### config.mk
export PLATFORM = sky130hd
export DESIGN_NAME = range_prime_counter
export DESIGN_NICKNAME = d
export VERILOG_FILES = /design/src/design/rpc_pkg.sv /design/src/design/rpc_divider.sv /design/src/design/range_prime_counter.sv
export VERILOG_INCLUDE_DIRS = /design/src /design/src/design
export SDC_FILE = /design/constraint.sdc
export NUM_CORES = 1
export LEC_CHECK = 0
export BUFFER_PORTS_ARGS = -buffer_cell sky130_fd_sc_hd__buf_2
export CORE_MARGIN = 5
export CORE_UTILIZATION = 65
export DETAILED_ROUTE_END_ITERATION = 10
export PLACE_DENSITY_LB_ADDON = 0.25
export RECOVER_POWER = 50
export SETUP_SLACK_MARGIN = 0.15
export SLEW_MARGIN = 20
export SYNTH_ARGS = -nofsm -noshare
export SYNTH_HDL_FRONTEND = slang
export SYNTH_SLANG_ARGS = --single-unit
### constraint.sdc
create_clock -name clk -period 12.28 [get_ports clk]
set_clock_uncertainty 0.2 [all_clocks]
set_input_delay 0.614 -clock clk [delete_from_list [all_inputs] [get_ports clk]]
set_output_delay 0.614 -clock clk [all_outputs]
set_load 0.05 [all_outputs]
### src/design/range_prime_counter_macros.svh
// assertion macros for the range prime counter
`ifndef RANGE_PRIME_COUNTER_MACROS_SVH
`define RANGE_PRIME_COUNTER_MACROS_SVH

// antecedent holds, consequent holds in the same cycle
`define RPC_ASSERT_SAME(label, clk, rst, ante, cons) \
  label: assert property (@(posedge clk) disable iff (rst) (ante) |-> (cons)) \
    else $error("range prime counter: same-cycle check failed");

// antecedent holds, consequent holds in the next cycle
`define RPC_ASSERT_NEXT(label, clk, rst, ante, cons) \
  label: assert property (@(posedge clk) disable iff (rst) (ante) |=> (cons)) \
    else $error("range prime counter: next-cycle check failed");

`endif

### src/design/rpc_pkg.sv
`timescale 1ns / 1ps

package rpc_pkg;

  // width of numbers, limit and chunk start
  localparam int VALUE_WIDTH = 31;
  // chunk length register and result count
  localparam int CHUNK_WIDTH = 17;
  localparam int COUNT_WIDTH = 16;
  localparam logic [CHUNK_WIDTH-1:0] CHUNK_RESET = CHUNK_WIDTH'(10000);
  localparam logic [COUNT_WIDTH-1:0] COUNT_MAX = {COUNT_WIDTH{1'b1}};

  // configuration data port is as wide as the widest register
  localparam int CFG_WIDTH = (VALUE_WIDTH > CHUNK_WIDTH) ? VALUE_WIDTH : CHUNK_WIDTH;
  // candidate walks up to limit plus one step
  localparam int CAND_WIDTH = VALUE_WIDTH + 1;
  // chunk end and range compares
  localparam int END_WIDTH = CFG_WIDTH + 1;
  // trial divisor never passes about sqrt(2^VALUE_WIDTH) + 2
  localparam int DIV_WIDTH = (VALUE_WIDTH + 1) / 2 + 1;
  localparam int SQ_WIDTH = 2 * DIV_WIDTH;
  // bit counter of the serial divider
  localparam int BIT_CNT_WIDTH = $clog2(VALUE_WIDTH);

  localparam logic [DIV_WIDTH-1:0] FIRST_DIVISOR = DIV_WIDTH'(3);
  localparam logic [SQ_WIDTH-1:0] FIRST_SQUARE = SQ_WIDTH'(9);

  // configuration register indexes
  localparam logic REG_UPPER_LIMIT = 1'b0;
  localparam logic REG_CHUNK_LENGTH = 1'b1;

  // request into the serial divider
  typedef struct packed {
    logic start;
    logic [VALUE_WIDTH-1:0] dividend;
    logic [DIV_WIDTH-1:0] divisor;
  } div_req_t;

  // status back from the serial divider
  typedef struct packed {
    logic running;
    logic done;
    logic rem_zero;
  } div_rsp_t;

  // sequencer states
  typedef enum logic [4:0] {
    S_IDLE  = 5'b00001,
    S_CAND  = 5'b00010,
    S_TRIAL = 5'b00100,
    S_DIV   = 5'b01000,
    S_DONE  = 5'b10000
  } state_t;

endpackage

### src/design/rpc_divider.sv
`timescale 1ns / 1ps

// restoring divider, one quotient bit per cycle, only the remainder is kept
module rpc_divider (
  input  logic              clk,
  input  logic              rst,
  input  rpc_pkg::div_req_t req,
  output rpc_pkg::div_rsp_t rsp
);

  logic [rpc_pkg::VALUE_WIDTH-1:0]   dividend;
  logic [rpc_pkg::DIV_WIDTH-1:0]     divisor;
  logic [rpc_pkg::DIV_WIDTH-1:0]     remainder_work;
  logic [rpc_pkg::DIV_WIDTH-1:0]     remainder_next;
  logic [rpc_pkg::BIT_CNT_WIDTH-1:0] bit_cnt;
  logic                              running;
  logic                              done;
  logic [rpc_pkg::DIV_WIDTH:0]       trial;
  logic [rpc_pkg::DIV_WIDTH:0]       divisor_ext;

  // shift in the next dividend bit and subtract when it fits
  always_comb begin
    trial = {remainder_work, dividend[rpc_pkg::VALUE_WIDTH-1]};
    divisor_ext = {1'b0, divisor};
    if (trial >= divisor_ext) begin
      remainder_next = rpc_pkg::DIV_WIDTH'(trial - divisor_ext);
    end else begin
      remainder_next = trial[rpc_pkg::DIV_WIDTH-1:0];
    end
  end

  // control
  always_ff @(posedge clk) begin
    if (rst) begin
      running <= 1'b0;
      done <= 1'b0;
    end else begin
      done <= 1'b0;
      if (req.start) begin
        running <= 1'b1;
      end else if (running && bit_cnt == '0) begin
        running <= 1'b0;
        done <= 1'b1;
      end
    end
  end

  // datapath
  always_ff @(posedge clk) begin
    if (req.start) begin
      dividend <= req.dividend;
      divisor <= req.divisor;
      remainder_work <= '0;
      bit_cnt <= rpc_pkg::BIT_CNT_WIDTH'(rpc_pkg::VALUE_WIDTH - 1);
    end else if (running) begin
      dividend <= {dividend[rpc_pkg::VALUE_WIDTH-2:0], 1'b0};
      remainder_work <= remainder_next;
      bit_cnt <= bit_cnt - 1'b1;
    end
  end

  assign rsp.running = running;
  assign rsp.done = done;
  assign rsp.rem_zero = (remainder_work == '0);

endmodule

### src/design/range_prime_counter.sv
`timescale 1ns / 1ps

// channel        signals                            direction
// -------------  ---------------------------------  ---------
// command        start, busy, chunk_start           in / out
// result         done, prime_count                  out
// configuration  wr_en, wr_index, wr_data           in
//
// a command is taken when start is high and busy is low; busy stays high
// until the result is shown. an even candidate or one is settled in S_CAND; an odd
// one passes S_CAND, then S_TRIAL and the bit-serial divider in S_DIV per trial
// divisor, and one more S_TRIAL if it is prime; the chunk ends in S_DONE.
// reset is synchronous: upper_limit clears, chunk_length returns to 10000.
// done is high for one cycle with prime_count; the receiver cannot stall it.

`include "range_prime_counter_macros.svh"

module range_prime_counter (
  input  logic                          clk,
  input  logic                          rst,
  input  logic                          start,
  output logic                          busy,
  input  logic [rpc_pkg::VALUE_WIDTH-1:0] chunk_start,
  output logic                          done,
  output logic [rpc_pkg::COUNT_WIDTH-1:0] prime_count,
  input  logic                          wr_en,
  input  logic                          wr_index,
  input  logic [rpc_pkg::CFG_WIDTH-1:0] wr_data
);

  rpc_pkg::state_t state;
  rpc_pkg::state_t state_next;

  logic [rpc_pkg::VALUE_WIDTH-1:0] upper_limit;
  logic [rpc_pkg::CHUNK_WIDTH-1:0] chunk_length;

  logic [rpc_pkg::CAND_WIDTH-1:0]  candidate;
  logic [rpc_pkg::END_WIDTH-1:0]   chunk_end;
  logic [rpc_pkg::DIV_WIDTH-1:0]   trial_divisor;
  logic [rpc_pkg::SQ_WIDTH-1:0]    divisor_sq;
  logic [rpc_pkg::COUNT_WIDTH-1:0] found_count;

  rpc_pkg::div_req_t div_req;
  rpc_pkg::div_rsp_t div_rsp;

  logic accept;
  logic in_range;
  logic below_two;
  logic is_even;
  logic sq_above;
  logic [rpc_pkg::END_WIDTH-1:0] cand_ext;

  assign accept = start && (state == rpc_pkg::S_IDLE);
  assign busy = (state != rpc_pkg::S_IDLE);
  assign done = (state == rpc_pkg::S_DONE);
  assign prime_count = found_count;

  // candidate tests
  always_comb begin
    cand_ext = rpc_pkg::END_WIDTH'(candidate);
    in_range = (cand_ext < chunk_end) &&
               (candidate < rpc_pkg::CAND_WIDTH'(upper_limit));
    below_two = (candidate < rpc_pkg::CAND_WIDTH'(2));
    is_even = ~candidate[0];
    sq_above = (divisor_sq > rpc_pkg::SQ_WIDTH'(candidate));
  end

  // configuration registers
  always_ff @(posedge clk) begin
    if (rst) begin
      upper_limit <= '0;
      chunk_length <= rpc_pkg::CHUNK_RESET;
    end else if (wr_en) begin
      case (wr_index)
        rpc_pkg::REG_UPPER_LIMIT: upper_limit <= wr_data[rpc_pkg::VALUE_WIDTH-1:0];
        rpc_pkg::REG_CHUNK_LENGTH: chunk_length <= wr_data[rpc_pkg::CHUNK_WIDTH-1:0];
        default: ;
      endcase
    end
  end

  // sequencer next state
  always_comb begin
    state_next = state;
    case (state)
      rpc_pkg::S_IDLE: begin
        if (start) state_next = rpc_pkg::S_CAND;
      end
      rpc_pkg::S_CAND: begin
        if (!in_range) state_next = rpc_pkg::S_DONE;
        else if (!below_two && !is_even) state_next = rpc_pkg::S_TRIAL;
      end
      rpc_pkg::S_TRIAL: begin
        if (sq_above) state_next = rpc_pkg::S_CAND;
        else state_next = rpc_pkg::S_DIV;
      end
      rpc_pkg::S_DIV: begin
        if (div_rsp.done) begin
          if (div_rsp.rem_zero) state_next = rpc_pkg::S_CAND;
          else state_next = rpc_pkg::S_TRIAL;
        end
      end
      rpc_pkg::S_DONE: state_next = rpc_pkg::S_IDLE;
      default: state_next = rpc_pkg::S_IDLE;
    endcase
  end

  // divider launch
  always_comb begin
    div_req.start = (state == rpc_pkg::S_TRIAL) && !sq_above;
    div_req.dividend = candidate[rpc_pkg::VALUE_WIDTH-1:0];
    div_req.divisor = trial_divisor;
  end

  // state and count
  always_ff @(posedge clk) begin
    if (rst) begin
      state <= rpc_pkg::S_IDLE;
      found_count <= '0;
    end else begin
      state <= state_next;
      if (accept) begin
        found_count <= '0;
      end else if (found_count != rpc_pkg::COUNT_MAX) begin
        // even candidate counts only when it is two; odd counts when no divisor hit
        if ((state == rpc_pkg::S_CAND && in_range && is_even &&
             candidate == rpc_pkg::CAND_WIDTH'(2)) ||
            (state == rpc_pkg::S_TRIAL && sq_above)) begin
          found_count <= found_count + 1'b1;
        end
      end
    end
  end

  // candidate walk and divisor stepping
  always_ff @(posedge clk) begin
    if (accept) begin
      candidate <= rpc_pkg::CAND_WIDTH'(chunk_start);
      chunk_end <= rpc_pkg::END_WIDTH'(chunk_start) + rpc_pkg::END_WIDTH'(chunk_length);
    end else begin
      case (state)
        rpc_pkg::S_CAND: begin
          if (in_range && (below_two || is_even)) begin
            candidate <= candidate + rpc_pkg::CAND_WIDTH'(2);
          end
          trial_divisor <= rpc_pkg::FIRST_DIVISOR;
          divisor_sq <= rpc_pkg::FIRST_SQUARE;
        end
        rpc_pkg::S_TRIAL: begin
          if (sq_above) candidate <= candidate + rpc_pkg::CAND_WIDTH'(2);
        end
        rpc_pkg::S_DIV: begin
          if (div_rsp.done) begin
            if (div_rsp.rem_zero) begin
              candidate <= candidate + rpc_pkg::CAND_WIDTH'(2);
            end else begin
              // (d + 2)^2 = d^2 + 4d + 4
              trial_divisor <= trial_divisor + rpc_pkg::DIV_WIDTH'(2);
              divisor_sq <= divisor_sq + rpc_pkg::SQ_WIDTH'({trial_divisor, 2'b00}) +
                            rpc_pkg::SQ_WIDTH'(4);
            end
          end
        end
        default: ;
      endcase
    end
  end

  rpc_divider u_divider (
    .clk (clk),
    .rst (rst),
    .req (div_req),
    .rsp (div_rsp)
  );

  // checks
  `RPC_ASSERT_NEXT(a_accept_walks, clk, rst, accept, state == rpc_pkg::S_CAND)
  `RPC_ASSERT_NEXT(a_done_returns, clk, rst, done, !busy)
  `RPC_ASSERT_NEXT(a_div_launched, clk, rst, div_req.start, div_rsp.running && state == rpc_pkg::S_DIV)
  `RPC_ASSERT_SAME(a_div_only_in_div, clk, rst, div_rsp.running, state == rpc_pkg::S_DIV)

endmodule
==> results of run 1 <==
path summary, 6_finish.rpt:
check                                startpoint              end  slack (ns)  cells after the start
worst max-delay path                   state[1]   prime_count[4]        6.51                      9
worst min-delay path                 wr_data[8]  chunk_length[8]        0.10                      3
worst max register to register         state[1]   prime_count[4]        6.51                      9
worst min register to register  upper_limit[29]  upper_limit[29]        0.25                      2
per-stage QoR:
stage | worst slack [ns] | util | area [µm²] | instances | total power [W]
after floorplan | 7.02 | - | 15800 | 1727 | 0.00155
after global routing | 6.02 | 0.723 | 17400 | 2146 | 0.00275
after global placement | 7.90 | 0.684 | 16500 | 2094 | 0.00170
final | 6.51 | 0.723 | 17400 | 2146 | 0.00260
after CTS | 7.68 | 0.724 | 17500 | 2146 | 0.00260
after detailed placement | 7.76 | 0.684 | 16500 | 2094 | 0.00173
kinds of logic (layout without fill, tap and decap cells):
logic type,Yosys count,count (layout),synth area share
AO/OA/AOI/OAI,381,381,0.149
XOR/XNOR,98,98,0.0545
adder cells (fa/ha/maj),164,164,0.132
flip-flops,251,251,0.419
multiplexers,8,8,0.00516
buffers and inverters,193,288,0.0475
AND/OR/NAND/NOR,632,632,0.194
metal layers:
layer  track usage  vias up  wire (µm)
met3        0.0343       76       2440
met5             0        -          0
met1         0.382     6134      16900
met2         0.441      436      17700
met4        0.0782        0       1190
li1              -     6336          -
worst max-delay path, stage by stage (launching register included):
cell	delay [ns]
dfxtp_1	0.33
or3_1	0.40
nor3b_1	0.58
nand2_2	0.08
clkbuf_1	0.85
clkinv_1	0.17
clkbuf_1	1.81
nor2_1	0.72
o311ai_1	0.33
o41ai_2	0.12
Yosys cell counts (all sizes together), types with 5 or more instances:
master | number | share of area
nand3b | 10 | 0.0048
nor2b | 10 | 0.0040
ha | 161 | 0.13
nand2b | 9 | 0.0036
nor2 | 130 | 0.031
a21o | 21 | 0.010
or3 | 21 | 0.0087
nor3b | 11 | 0.0056
a311oi | 13 | 0.0076
nand2 | 260 | 0.062
nor4 | 23 | 0.010
o31ai | 8 | 0.0038
nor3 | 38 | 0.013
inv | 142 | 0.034
edfxtp | 157 | 0.30
or2 | 6 | 0.0025
o21ai | 94 | 0.030
buf | 8 | 0.0028
a21oi | 155 | 0.049
clkbuf | 43 | 0.011
nand4 | 29 | 0.012
nand3 | 39 | 0.012
a211oi | 17 | 0.0081
o21a | 12 | 0.0057
or4 | 9 | 0.0045
and3 | 16 | 0.0064
mux2i | 7 | 0.0044
a21boi | 5 | 0.0026
dfxtp | 94 | 0.12
and4 | 8 | 0.0045
xnor2 | 62 | 0.034
a31oi | 10 | 0.0049
xor2 | 36 | 0.020
o211ai | 13 | 0.0062
area by class of cell:
class,instances,area share
Clock inverter,9,0.00539
Tap cell,324,0.0233
Multi-Input combinational cell,1283,0.486
Timing Repair Buffer,94,0.0263
Inverter,142,0.0306
Clock buffer,43,0.0500
Sequential cell,251,0.379
power breakdown:
group,internal (W),switching [W],leakage [nW]
clock,0.000528,0.000342,0.478
combinational,0.000255,0.000394,4.30
sequential,0.000998,0.0000869,2.21
registers in the layout, indices dropped and copies added, names as in the netlist, 16 cells and up:
name	flops
chunk_length	17
u_divider.remainder_work	17
cand_ext	32
u_divider.dividend	31
divisor_sq	31
chunk_end	32
prime_count	16
upper_limit	31
trial_divisor	16
u_divider.divisor	16
==> impl_metrics.ini, run 1 <==
[global_route]
antenna_found_initial = 0
grt_max_degree = 71
first_global_vias = 12300
grt_util_all_layers = 0.270
grt_first_pass_wirelength_um = 62500
overflow = 0

[flow_run]
cap_violations = 5

[yosys]
ys_seq_area_frac = 0.419
syn_avg_cell_area_um2 = 9.13
synth_warnings = 0
syn_nets = 1958
synth_edf_count = 157
synth_flop_cell = edfxtp_1
synth_area_mm2 = 0.0158
ys_ff_latch = 251
synth.distinct_cells = 84
async_reset_ff_frac = 0
netlist_instances = 1727

[routing]
drcViolationCount = 0
drtPass1Iterations = 5
wl_per_cell_um = 17.8
routed_via_density = 6.05
vias = 13000
drt-total-wl_um = 38200
final_antenna_net_count = 0
drt_iter0_drc = 1117

[clocking]
clock-sinks = 251
hold_buffers = 0
clock_latency_ns = 0.55
cts_made_buffers = 28
path_clk_slew_ns = 0.06
cts_tree = yes
clockBufferDepth = 3
cts-root-buf = clkbuf_16
postCtsSetupRepairBufs = 0
htreeDepth = 1
cts_resized = 0

[power_and_ir_drop]
leakagePower_nw = 6.99
powerDensity_mw_per_mm2 = 149
vdd_drop_max_mv = 0.137

[sta]
period_needed_ns = 5.77
rsz0062_at_grt = false
slew_headroom = -0.795
drv_slew = 251
fin_hold_ws_ns = 0.101
clock.fmax_mhz = 173
tightest_slew_ns = 2.69
hold_viol_final = 0
fin_tns_setup_ns = 0
period_share = 0.470
setup_viol = 0

[cells_and_area]
multi_input_area_mm2 = 0.00846
most-common-layout-cells = nand2_1 (259), ha_1 (161), edfxtp_1 (157), a21oi_1 (155), inv_1 (139)
final-seq-area_mm2 = 0.00660
nets = 2031
nFillCells = 1911
mostFrequentLayoutCell = nand2_1
synthToLayoutAreaGrowth_pct = 10.5
final_layout_size_suffix_gt1_frac = 0.0851
antenna_cells = 0

[floorplan]
dieHeight_um = 166
die_area_mm2 = 0.0275
rows = 57
die_w_um = 166
ios = 85
start_util = 0.654
core_area_mm2 = 0.0241

[setup_path]
worstPathArrival_ns = 5.99
start_kind = flop
cp.required_ns = 12.49
critPathMaxFanout = 53
worst-setup-path-type = flop to flop
end_kind = flop

[outcome]
violations = max-capacitance violations, max-slew violations
status = finished with violations

[placed_design]
port_buffers = 84
dp_hpwl_um = 28200
globalplace.congestion = 0.928

[worst_hold_path]
holdCritPathClass = primary input to flop
(Power assumes the default switching activity.)
==> run 2, diff against run 1 <==
--- a/config.mk
+++ b/config.mk
@@ -6,9 +6,10 @@
 export SDC_FILE = /design/constraint.sdc
 export NUM_CORES = 1
 export LEC_CHECK = 0
+export ABC_AREA = 1
 export BUFFER_PORTS_ARGS = -buffer_cell sky130_fd_sc_hd__buf_2
 export CORE_MARGIN = 5
-export CORE_UTILIZATION = 65
+export CORE_UTILIZATION = 63
 export DETAILED_ROUTE_END_ITERATION = 10
 export PLACE_DENSITY_LB_ADDON = 0.25
 export RECOVER_POWER = 50
==> constraint.sdc (replaced) <==
create_clock -name clk -period 5.5 [get_ports clk]
set_clock_uncertainty 0.2 [all_clocks]
set_input_delay 0.275 -clock clk [delete_from_list [all_inputs] [get_ports clk]]
set_output_delay 0.275 -clock clk [all_outputs]
set_load 0.05 [all_outputs]
==> run 2 against run 1 <==
Net effect:
- the flow still finishes with violations (max-capacitance violations, max-slew violations)
- critical path depth increased by 2
- synthesized area increased by 2.3%
- first-iteration DRC count increased by 10%
- non-clock buffer count increased by 69
- power increased by 98%
- clock-buffer cell count unchanged
==> impl_metrics.ini, run 2 <==
[outcome]
status = finished with violations
violations = max-capacitance violations, max-slew violations

[floorplan]
die_w_um = 170
rows = 58
dieHeight_um = 170
core_area_mm2 = 0.0252
die_area_mm2 = 0.0289
start_util = 0.641
ios = 85

[global_route]
overflow = 0
grt_first_pass_wirelength_um = 68300
first_global_vias = 14000
grt_max_degree = 65
antenna_found_initial = 0
grt_util_all_layers = 0.287

[flow_run]
cap_violations = 3

[yosys]
synth_edf_count = 157
synth_top_area_frac = 0.292
synth_warnings = 0
synth_flop_cell = edfxtp_1
yosys.area_share.adder = 0.129
synth_commonest_cells = nand2_1 (386), inv_1 (284), a21oi_1 (182)
synth_compound_area_frac = 0.143
netlist_instances = 1998
synth_area_mm2 = 0.0161
async_reset_ff_frac = 0
ys_ff_latch = 251
synth_top_family_by_area = simple AND/OR/NAND/NOR gates
syn_avg_cell_area_um2 = 8.07
syn_nets = 2229
synth-xor-area-share = 0.0375
ys_seq_area_frac = 0.409
synthSimpleGateAreaFrac = 0.204
synthMuxAreaShare = 0
synth_most_common_cell = nand2_1
synth_top_area_cell = edfxtp_1
ys_top_cells_by_area = edfxtp_1 (29%), ha_1 (12%), dfxtp_1 (12%)
synth.distinct_cells = 53

[clocking]
cts-root-buf = clkbuf_16
cts_made_buffers = 28
htreeDepth = 1
clock_latency_ns = 0.55
postCtsSetupRepairBufs = 0
cts_resized = 0
path_clk_slew_ns = 0.06
clock-sinks = 251
cts_tree = yes
clockBufferDepth = 3
hold_buffers = 66

[setup_path]
end_kind = flop
start_kind = flop
worstPathArrival_ns = 4.46
worst-setup-path-type = flop to flop
cp.required_ns = 5.58
critPathMaxFanout = 55

[sta]
slew_headroom = -0.447
setup_viol = 0
hold_viol_final = 0
period_share = 0.795
drv_slew = 123
rsz0062_at_grt = false
fin_tns_setup_ns = 0
period_needed_ns = 4.37
setup_slack_ns = 1.13
tightest_slew_ns = 2.17
clock.fmax_mhz = 229

[placed_design]
post_dp_cell_area_mm2 = 0.0169
port_buffers = 84
pre_cts_slack_ns = 1.80
globalplace.congestion = 0.950
dp_hpwl_um = 30200

[routing]
vias = 14300
drt_iter0_drc = 1232
drtPass1Iterations = 5
routed_via_density = 5.71
drt-total-wl_um = 41700
final_antenna_net_count = 0
wl_per_cell_um = 16.7
drcViolationCount = 0

[worst_hold_path]
holdCritPathClass = primary input to flop

[power_and_ir_drop]
p_total_w = 0.00515
powerDensity_mw_per_mm2 = 278
leakagePower_nw = 8.24
vdd_drop_max_mv = 0.265

[cells_and_area]
synthToLayoutAreaGrowth_pct = 14.6
post-route-cell-area_mm2 = 0.0185
antenna_cells = 0
final_layout_size_suffix_gt1_frac = 0.0667
nets = 2383
mostFrequentLayoutCell = nand2_1
most-common-layout-cells = nand2_1 (386), inv_1 (283), a21oi_1 (184), nor2_1 (179), ha_1 (161)
finalCoreUtilization = 0.734
nFillCells = 1963
run 2: area by class of cell:
cell class,instances,area (µm²),share of cell area
flip-flops and latches,251,6600,0.357
clock inverters,9,118,0.00636
multi-input cells,1417,8270,0.447
inverters,291,1090,0.0591
well taps,330,413,0.0223
repair buffers,163,1140,0.0615
clock buffers,43,860,0.0465
run 2: metrics by stage:
step,hold slack [ns],cells
after floorplan,0.144,1998
after detailed placement,0.257,2386
final,0.245,2504
after CTS,0.236,2504
after global placement,0.252,2386
after global routing,0.290,2504
run 2: metal layers:
layer / track usage / share of wire / up-vias
met5: 0 / 0 / -
met4: 0.107 / 0.037 / 0
met3: 0.0293 / 0.061 / 98
met2: 0.490 / 0.48 / 523
met1: 0.380 / 0.43 / 6599
li1: - / - / 7074
run 2: cell families after synthesis:
kind of cell,count (synthesis)
AND/OR/NAND/NOR,756
AO/OA/AOI/OAI,428
buffers and inverters,330
flip-flops,251
adder cells (fa/ha/maj),164
XOR/XNOR,69
run 2: power breakdown:
group          internal [W]  switching, W
logic              0.000352      0.000595
clock network       0.00121      0.000771
registers           0.00212     0.0000977
total               0.00369       0.00146
run 2: path summary, 6_finish.rpt:
path / from / to / slack [ns] / cells past startpoint
worst max register to register: cand_ext[9] / u_divider.dividend[9] / 1.13 / 11
worst min-delay path: wr_en / chunk_length[4] / 0.25 / 4
worst max-delay path: cand_ext[9] / u_divider.dividend[9] / 1.13 / 11
worst min register to register: upper_limit[1] / upper_limit[1] / 0.27 / 2
run 2: worst max-delay path: stages (launching register included):
cell      delay [ns]
edfxtp_1        0.43
inv_1           0.12
ha_1            0.32
nand2_1         0.09
nor2_1          0.13
nor3b_1         0.56
nand4_1         0.24
a21boi_0        0.83
inv_2           0.61
buf_4           0.37
nand2_1         0.09
o21ai_1         0.08
